--- src/crc16r_pkg.sv ---
// Shared widths, register indexes, reset values and types for the reflected CRC-16 block.
// No dependencies.
package crc16r_pkg;

  localparam int CRC_W      = 16;
  localparam int DATA_W     = 8;
  localparam int CFG_IDX_W  = 2;
  localparam int CFG_DATA_W = 16;

  // register indexes
  localparam logic [CFG_IDX_W-1:0] REG_INIT_VALUE = 2'd0;
  localparam logic [CFG_IDX_W-1:0] REG_POLYNOMIAL = 2'd1;

  // reset values
  localparam logic [CRC_W-1:0] INIT_VALUE_RST = 16'hFFFF;
  localparam logic [CRC_W-1:0] POLYNOMIAL_RST = 16'h8408;

  typedef logic [CRC_W-1:0]  crc_t;
  typedef logic [DATA_W-1:0] byte_t;

  // configuration seen by the datapath
  typedef struct packed {
    crc_t init_value;
    crc_t polynomial;
  } cfg_t;

endpackage

--- src/crc16r_in_if.sv ---
// Byte request channel: valid/ready plus byte and frame flags.
// Depends on crc16r_pkg.
interface crc16r_in_if
  import crc16r_pkg::*;
();
  logic  valid;
  logic  ready;
  byte_t data_byte;
  logic  first_byte;
  logic  last_byte;

  modport source (output valid, output data_byte, output first_byte, output last_byte,
                  input ready);
  modport sink   (input valid, input data_byte, input first_byte, input last_byte,
                  output ready);
endinterface

--- src/crc16r_out_if.sv ---
// Result channel: valid/ready plus finished CRC.
// Depends on crc16r_pkg.
interface crc16r_out_if
  import crc16r_pkg::*;
();
  logic valid;
  logic ready;
  crc_t crc_value;

  modport source (output valid, output crc_value, input ready);
  modport sink   (input valid, input crc_value, output ready);
endinterface

--- src/crc16r_cfg.sv ---
// Configuration registers: initial value and reflected polynomial.
// Depends on crc16r_pkg.
module crc16r_cfg
  import crc16r_pkg::*;
(
  input  logic                  clk,
  input  logic                  rst_n,
  input  logic                  cfg_we,
  input  logic [CFG_IDX_W-1:0]  cfg_index,
  input  logic [CFG_DATA_W-1:0] cfg_data,
  output cfg_t                  cfg
);

  crc_t init_r, init_nxt;
  crc_t poly_r, poly_nxt;

  always_comb begin
    init_nxt = init_r;
    poly_nxt = poly_r;
    if (cfg_we) begin
      unique case (cfg_index)
        REG_INIT_VALUE: init_nxt = cfg_data[CRC_W-1:0];
        REG_POLYNOMIAL: poly_nxt = cfg_data[CRC_W-1:0];
        default: ;  // unmapped index, write dropped
      endcase
    end
  end

  always_ff @(posedge clk) begin
    if (!rst_n) begin
      init_r <= INIT_VALUE_RST;
      poly_r <= POLYNOMIAL_RST;
    end else begin
      init_r <= init_nxt;
      poly_r <= poly_nxt;
    end
  end

  assign cfg.init_value = init_r;
  assign cfg.polynomial = poly_r;

endmodule

--- src/crc16r_fold.sv ---
// Folds one byte into a reflected CRC, LSB first, as an 8-step XOR network.
// Depends on crc16r_pkg.
module crc16r_fold
  import crc16r_pkg::*;
(
  input  crc_t  crc_in,
  input  byte_t data_byte,
  input  crc_t  polynomial,
  output crc_t  crc_out
);

  always_comb begin
    crc_t crc;
    logic mix;
    crc = crc_in;
    for (int i = 0; i < DATA_W; i++) begin
      mix = crc[0] ^ data_byte[i];
      crc = {1'b0, crc[CRC_W-1:1]};
      if (mix) begin
        crc = crc ^ polynomial;
      end
    end
    crc_out = crc;
  end

endmodule

--- src/crc16r_top_note.sv ---
// Reset-state holder for the running CRC between frame bytes.
// Depends on crc16r_pkg.
module crc16r_state
  import crc16r_pkg::*;
(
  input  logic clk,
  input  logic rst_n,
  input  logic advance,
  input  logic last_byte,
  input  crc_t init_value,
  input  crc_t crc_folded,
  output crc_t running_crc
);

  crc_t run_r, run_nxt;

  // after a last byte the CRC reloads, so a following unflagged byte starts fresh
  always_comb begin
    run_nxt = run_r;
    if (advance) begin
      run_nxt = last_byte ? init_value : crc_folded;
    end
  end

  always_ff @(posedge clk) begin
    if (!rst_n) begin
      run_r <= INIT_VALUE_RST;
    end else begin
      run_r <= run_nxt;
    end
  end

  assign running_crc = run_r;

endmodule

--- src/crc16_reflected_byte_stream.sv ---
// Reflected CRC-16 over a byte stream, LSB first, one byte per clock unless the
// input stage stalls, which it does only while a last byte waits on a full, unread
// output register. Each accepted byte lands in an input register, is folded from
// there into the running CRC (8-step XOR network) and, on a last byte, the CRC
// goes to the output register, which drives CRC valid. Throughput is one byte per
// cycle while nothing stalls. first_byte reloads from initial value; no final XOR.
// Registers: 0 = initial value (reset FFFF), 1 = reflected polynomial (reset 8408);
// other indexes are ignored. Write config only while idle.
module crc16_reflected_byte_stream
  import crc16r_pkg::*;
(
  input  logic                  clk,
  input  logic                  rst_n,
  crc16r_in_if.sink             in_ch,
  crc16r_out_if.source          out_ch,
  input  logic                  cfg_we,
  input  logic [CFG_IDX_W-1:0]  cfg_index,
  input  logic [CFG_DATA_W-1:0] cfg_data
);

  cfg_t  cfg;

  // input register stage
  logic  s1_valid_r, s1_valid_nxt;
  byte_t s1_byte_r;
  logic  s1_first_r;
  logic  s1_last_r;

  // output register stage
  logic  out_valid_r, out_valid_nxt;
  crc_t  out_crc_r;

  crc_t  running_crc;
  crc_t  crc_base;
  crc_t  crc_folded;
  logic  out_free;
  logic  s1_adv;
  logic  in_take;

  crc16r_cfg u_cfg (
    .clk       (clk),
    .rst_n     (rst_n),
    .cfg_we    (cfg_we),
    .cfg_index (cfg_index),
    .cfg_data  (cfg_data),
    .cfg       (cfg)
  );

  // frame start takes the configured seed, otherwise continue
  assign crc_base = s1_first_r ? cfg.init_value : running_crc;

  crc16r_fold u_fold (
    .crc_in     (crc_base),
    .data_byte  (s1_byte_r),
    .polynomial (cfg.polynomial),
    .crc_out    (crc_folded)
  );

  // a non-last byte never needs the output slot
  assign out_free = !out_valid_r || out_ch.ready;
  assign s1_adv   = s1_valid_r && (!s1_last_r || out_free);
  assign in_ch.ready = !s1_valid_r || s1_adv;
  assign in_take  = in_ch.valid && in_ch.ready;

  crc16r_state u_state (
    .clk         (clk),
    .rst_n       (rst_n),
    .advance     (s1_adv),
    .last_byte   (s1_last_r),
    .init_value  (cfg.init_value),
    .crc_folded  (crc_folded),
    .running_crc (running_crc)
  );

  always_comb begin
    s1_valid_nxt = s1_valid_r;
    if (in_take) begin
      s1_valid_nxt = 1'b1;
    end else if (s1_adv) begin
      s1_valid_nxt = 1'b0;
    end
  end

  always_comb begin
    out_valid_nxt = out_valid_r;
    if (s1_adv && s1_last_r) begin
      out_valid_nxt = 1'b1;
    end else if (out_ch.ready) begin
      out_valid_nxt = 1'b0;
    end
  end

  // control state
  always_ff @(posedge clk) begin
    if (!rst_n) begin
      s1_valid_r  <= 1'b0;
      out_valid_r <= 1'b0;
    end else begin
      s1_valid_r  <= s1_valid_nxt;
      out_valid_r <= out_valid_nxt;
    end
  end

  // payload, no reset
  always_ff @(posedge clk) begin
    if (in_take) begin
      s1_byte_r  <= in_ch.data_byte;
      s1_first_r <= in_ch.first_byte;
      s1_last_r  <= in_ch.last_byte;
    end
    if (s1_adv && s1_last_r) begin
      out_crc_r <= crc_folded;
    end
  end

  assign out_ch.valid     = out_valid_r;
  assign out_ch.crc_value = out_crc_r;

endmodule

--- src/flat_wrapper.sv ---
// flat-port wrapper written by rule: the top's interface ports become plain ports
module crc16_reflected_byte_stream_flat import crc16r_pkg::*;
  (clk, rst_n, cfg_we, cfg_index, cfg_data, in_ch_valid, in_ch_data_byte, in_ch_first_byte, in_ch_last_byte, in_ch_ready, out_ch_valid, out_ch_crc_value, out_ch_ready);
  crc16r_in_if in_ch_i ();
  crc16r_out_if out_ch_i ();
  input  logic clk;
  input  logic rst_n;
  input  logic cfg_we;
  input  logic [CFG_IDX_W-1:0] cfg_index;
  input  logic [CFG_DATA_W-1:0] cfg_data;
  input wire logic [$bits(in_ch_i.valid)-1:0] in_ch_valid;
  input wire logic [$bits(in_ch_i.data_byte)-1:0] in_ch_data_byte;
  input wire logic [$bits(in_ch_i.first_byte)-1:0] in_ch_first_byte;
  input wire logic [$bits(in_ch_i.last_byte)-1:0] in_ch_last_byte;
  output wire logic [$bits(in_ch_i.ready)-1:0] in_ch_ready;
  output wire logic [$bits(out_ch_i.valid)-1:0] out_ch_valid;
  output wire logic [$bits(out_ch_i.crc_value)-1:0] out_ch_crc_value;
  input wire logic [$bits(out_ch_i.ready)-1:0] out_ch_ready;
  assign in_ch_i.valid = in_ch_valid;
  assign in_ch_i.data_byte = in_ch_data_byte;
  assign in_ch_i.first_byte = in_ch_first_byte;
  assign in_ch_i.last_byte = in_ch_last_byte;
  assign in_ch_ready = in_ch_i.ready;
  assign out_ch_valid = out_ch_i.valid;
  assign out_ch_crc_value = out_ch_i.crc_value;
  assign out_ch_i.ready = out_ch_ready;
  crc16_reflected_byte_stream u_core (.clk(clk), .rst_n(rst_n), .in_ch(in_ch_i), .out_ch(out_ch_i), .cfg_we(cfg_we), .cfg_index(cfg_index), .cfg_data(cfg_data));
endmodule
--- config.mk ---
export PLATFORM = sky130hd
export DESIGN_NAME = crc16_reflected_byte_stream_flat
export DESIGN_NICKNAME = d
export VERILOG_FILES = /design/src/crc16r_pkg.sv /design/src/crc16r_in_if.sv /design/src/crc16r_out_if.sv /design/src/crc16r_cfg.sv /design/src/crc16r_fold.sv /design/src/crc16r_top_note.sv /design/src/crc16_reflected_byte_stream.sv /design/src/flat_wrapper.sv
export SDC_FILE = /design/constraint.sdc
export NUM_CORES = 1
export LEC_CHECK = 0
export BUFFER_PORTS_ARGS = -buffer_cell sky130_fd_sc_hd__buf_2
export CAP_MARGIN = 30
export CORE_MARGIN = 5
export CORE_UTILIZATION = 65
export CTS_CLUSTER_SIZE = 10
export DETAILED_ROUTE_END_ITERATION = 6
export PLACE_DENSITY = 0.86
export SLEW_MARGIN = 10
export SYNTH_ARGS = -nofsm -noshare
export SYNTH_HDL_FRONTEND = slang
export SYNTH_SLANG_ARGS = --single-unit
--- constraint.sdc ---
create_clock -name clk -period 10.4 [get_ports clk]
set_clock_uncertainty 0.15 [all_clocks]
set_input_delay 1.56 -clock clk [delete_from_list [all_inputs] [get_ports clk]]
set_output_delay 1.56 -clock clk [all_outputs]
set_load 0.005 [all_outputs]
==> flow_summary.json <==
{
  "status": "completed",
  "fmax_mhz": 169,
  "place.gp.congestion": 0.967,
  "met1_length_um": 6170,
  "ys_seq_area_share_pct": 32.0,
  "num-fill-cells": 620,
  "whs_ns": 0.354,
  "min-delay-start": "u_core.u_cfg.init_r[3]",
  "cts_hold_repair.buffers": 0,
  "min_path_cells": 2,
  "layout.nets": 719,
  "core_um2": 8300,
  "whs_endpoint": "u_core.u_cfg.init_r[3]",
  "post_cts_resized": 0,
  "switching_share_pct": 37.5,
  "cts_setup_buffers": 0,
  "initial_core_util_pct": 67.1,
  "die_w_um": 103,
  "ys_ff_latch": 76,
  "startpoint_type": "flop",
  "r2r_end": "u_core.u_state.running_crc[11]",
  "die_y_um": 103,
  "drt_iter0_markers": 599,
  "ant_nets": 0,
  "wl_met3_um": 1680,
  "seqPwrFrac_pct": 37.6,
  "gr-usage-all-layers_pct": 30.5,
  "path_cells": "inv_1, nand2_1, a21oi_2, o31a_1, or3_1, a2111o_1, and4_1, xor2_1, o211ai_1, a21oi_1, buf_4, o21ai_1, xnor3_1, o41a_1",
  "crit_slowest_cell": "dfxtp_1",
  "finalHoldViolations": 0,
  "cts_made_buffers": 9,
  "max-clock-path-buffers": 2,
  "yosysWarningCount": 0,
  "synthCells": 667,
  "syn_area_per_cell_um2": 8.35,
  "cts_tree": "built",
  "grt_setup_unrepaired": "no",
  "yosysUniqueCellTypes": 61,
  "fin_crit_sh_pct": 56.8,
  "cp-startpoint": "u_core.u_cfg.poly_r[0]",
  "area_growth_syn_to_layout_pct": 8.13,
  "leakagePower_uw": 0.00243,
  "path_delay_family": "compound AO/OA/AOI/OAI gates",
  "synth_area_um2": 5570,
  "drt_wl_total_um": 15300,
  "htree_num_levels": 3,
  "cp_slowest_stage_delay_ns": 0.87,
  "top_layer": "met4",
  "path_buf_inv": 2,
  "drv_cap": 0,
  "r2r_slack_ns": 4.49,
  "wl_per_cell_um": 19.2,
  "p_switching_uw": 358,
  "fp-row-count": 33,
  "p_int_uw": 596,
  "crit_type": "flop to flop",
  "vias_per_cell": 6.23,
  "n_antenna_cell": 0,
  "vias": 4963,
  "port_buffers": 50,
  "finalCriticalPeriod_ns": 5.91,
  "r2r_cells": 14,
  "die-area_um2": 10500,
  "max-slew-margin-rel_pct": 39.8,
  "cp_num_cells": 14,
  "power.density_nw_per_um2": 158,
  "clockPowerShare_pct": 23.6,
  "worst-path-max-fanout": 25,
  "hp-class": "flop to flop",
  "grt_pass1_wl_um": 24800,
  "clk_latency_ns": 0.37,
  "async_flop_share_pct": 0,
  "antenna_found_initial": 0,
  "drive_gt1_share_pct": 12.9,
  "grt_pass1_vias": 4810,
  "comb_power_share_pct": 38.8,
  "arrival_ns": 6.01,
  "final_area_um2": 6020,
  "tightest_slew_ns": 0.900,
  "worstPathRequired_ns": 10.50,
  "finalSetupTns_ns": 0,
  "wl_met2_um": 7120,
  "clk_pin_slew_ns": 0.09,
  "first_pass_iters": 5,
  "grt_max_degree": 46,
  "synth_ff_type": "dfxtp_1",
  "synth_fp_nets": 700,
  "synth-edff-count": 26,
  "placed_area_um2": 5790,
  "cts_sinks": 76,
  "multi_input_area_um2": 3500,
  "drc": 0,
  "post-dp-hpwl_um": 11100,
  "end_kind": "flop",
  "irDropWorstVdd_mv": 0.124,
  "overflow": 0,
  "setup_viol": 0,
  "worstReg2RegStart": "u_core.u_cfg.poly_r[0]",
  "io_pins": 51,
  "root_buffer": "clkbuf_8",
  "seq_area_um2": 1780,
  "drv_slew": 0
}
## flip-flops by register name, indices dropped and copies added (netlist names)
register / cells
u_core.out_ch.crc_value: 16
u_core.u_cfg.init_r: 16
u_core.u_cfg.poly_r: 16
u_core.u_state.running_crc: 16
u_core.s1_byte_r: 8
u_core.out_ch.valid: 1
u_core.s1_first_r: 1
u_core.s1_last_r: 1
u_core.s1_valid_r: 1
## through the flow
stage	instances	setup WS (ns)	utilization, %	power, uW
2_1_floorplan	667	5.81	-	638
3_3_place_gp	773	4.02	69.5	707
3_5_place_dp	776	4.02	69.8	720
4_1_cts	792	3.96	72.1	941
5_1_grt	796	4.06	72.5	996
6_report	796	4.49	72.5	954
## routing by layer
| layer | track usage (%) | vias to the layer above |
|---|---|---|
| met2 | 47.3 | 290 |
| met5 | 0 | - |
| met4 | 8.68 | 0 |
| li1 | - | 2322 |
| met3 | 5.75 | 35 |
| met1 | 43.7 | 2316 |
## worst max-delay path by stage
stage | to | slack, ns
CTS | u_core.u_state.running_crc[13] | 3.96
global placement | u_core.out_ch.crc_value[7] | 4.02
detailed placement | u_core.u_state.running_crc[13] | 4.02
global route | u_core.u_state.running_crc[11] | 4.06
finish | u_core.u_state.running_crc[11] | 4.49
floorplan | u_core.u_state.running_crc[11] | 5.81
## cells in the mapped netlist, types with 3 or more instances
cell type	instances	share of area (%)
a21oi_1	33	3.0
a31oi_1	3	0.34
and2_1	7	0.79
and3_1	4	0.45
buf_1	3	0.20
buf_2	4	0.36
clkbuf_1	45	3.0
dfxtp_1	50	18
edfxtp_1	26	14
inv_1	19	1.3
mux2i_1	29	5.2
nand2_1	164	11
nand2b_1	4	0.45
nand3_1	22	2.0
nand4_1	4	0.45
nor2_1	18	1.2
nor2b_1	12	1.3
nor3_1	7	0.63
nor4_1	5	0.56
o21ai_0	10	0.90
o21ai_1	13	1.2
o31a_1	5	0.79
o31ai_1	13	1.8
or4_1	16	2.2
xnor2_1	67	11
xnor3_1	17	6.9
xor2_1	21	3.3
## placed cells by master, fill, tap and decap left out, types with 12 or more instances in the layout
cell type    n
nor2b_1     12
mux2i_1     29
o21ai_1     13
buf_2       50
o31ai_1     13
nand2_1    164
or4_1       16
inv_1       19
xor2_1      21
xnor3_1     17
xnor2_1     67
a21oi_1     33
nand3_1     22
nor2_1      18
edfxtp_1    26
dfxtp_1     50
## area by class of cell
type	count	share of cell area, %
clock inverters	6	0.894
repair buffers	62	5.78
multi-input cells	518	58.1
inverters	19	1.18
flip-flops and latches	76	29.6
well taps	105	2.18
clock buffers	10	2.29
## power groups by stage
| stage | clock, uW | combinational [uW] | sequential, uW |
|---|---|---|---|
| global placement | 0 | 342 | 365 |
| detailed placement | 0 | 355 | 365 |
| global route | 238 | 398 | 361 |
| floorplan | 0 | 284 | 354 |
| CTS | 223 | 359 | 359 |
| finish | 225 | 370 | 359 |
## logic make-up (layout without fill, tap and decap cells)
| family | after synthesis | count (layout) | synth area share (%) |
|---|---|---|---|
| flip-flops | 76 | 76 | 32.0 |
| XOR/XNOR | 108 | 108 | 21.7 |
| AO/OA/AOI/OAI | 103 | 103 | 12.1 |
| buffers and inverters | 73 | 97 | 5.28 |
| AND/OR/NAND/NOR | 276 | 276 | 22.9 |
| multiplexers | 31 | 31 | 6.02 |
## tightest hold or removal path: stages (launching register included)
cell and delay [ns]:
dfxtp_1 0.34, nand2_1 0.06, nand3_1 0.07
Power figures use the tool's default switching activity.
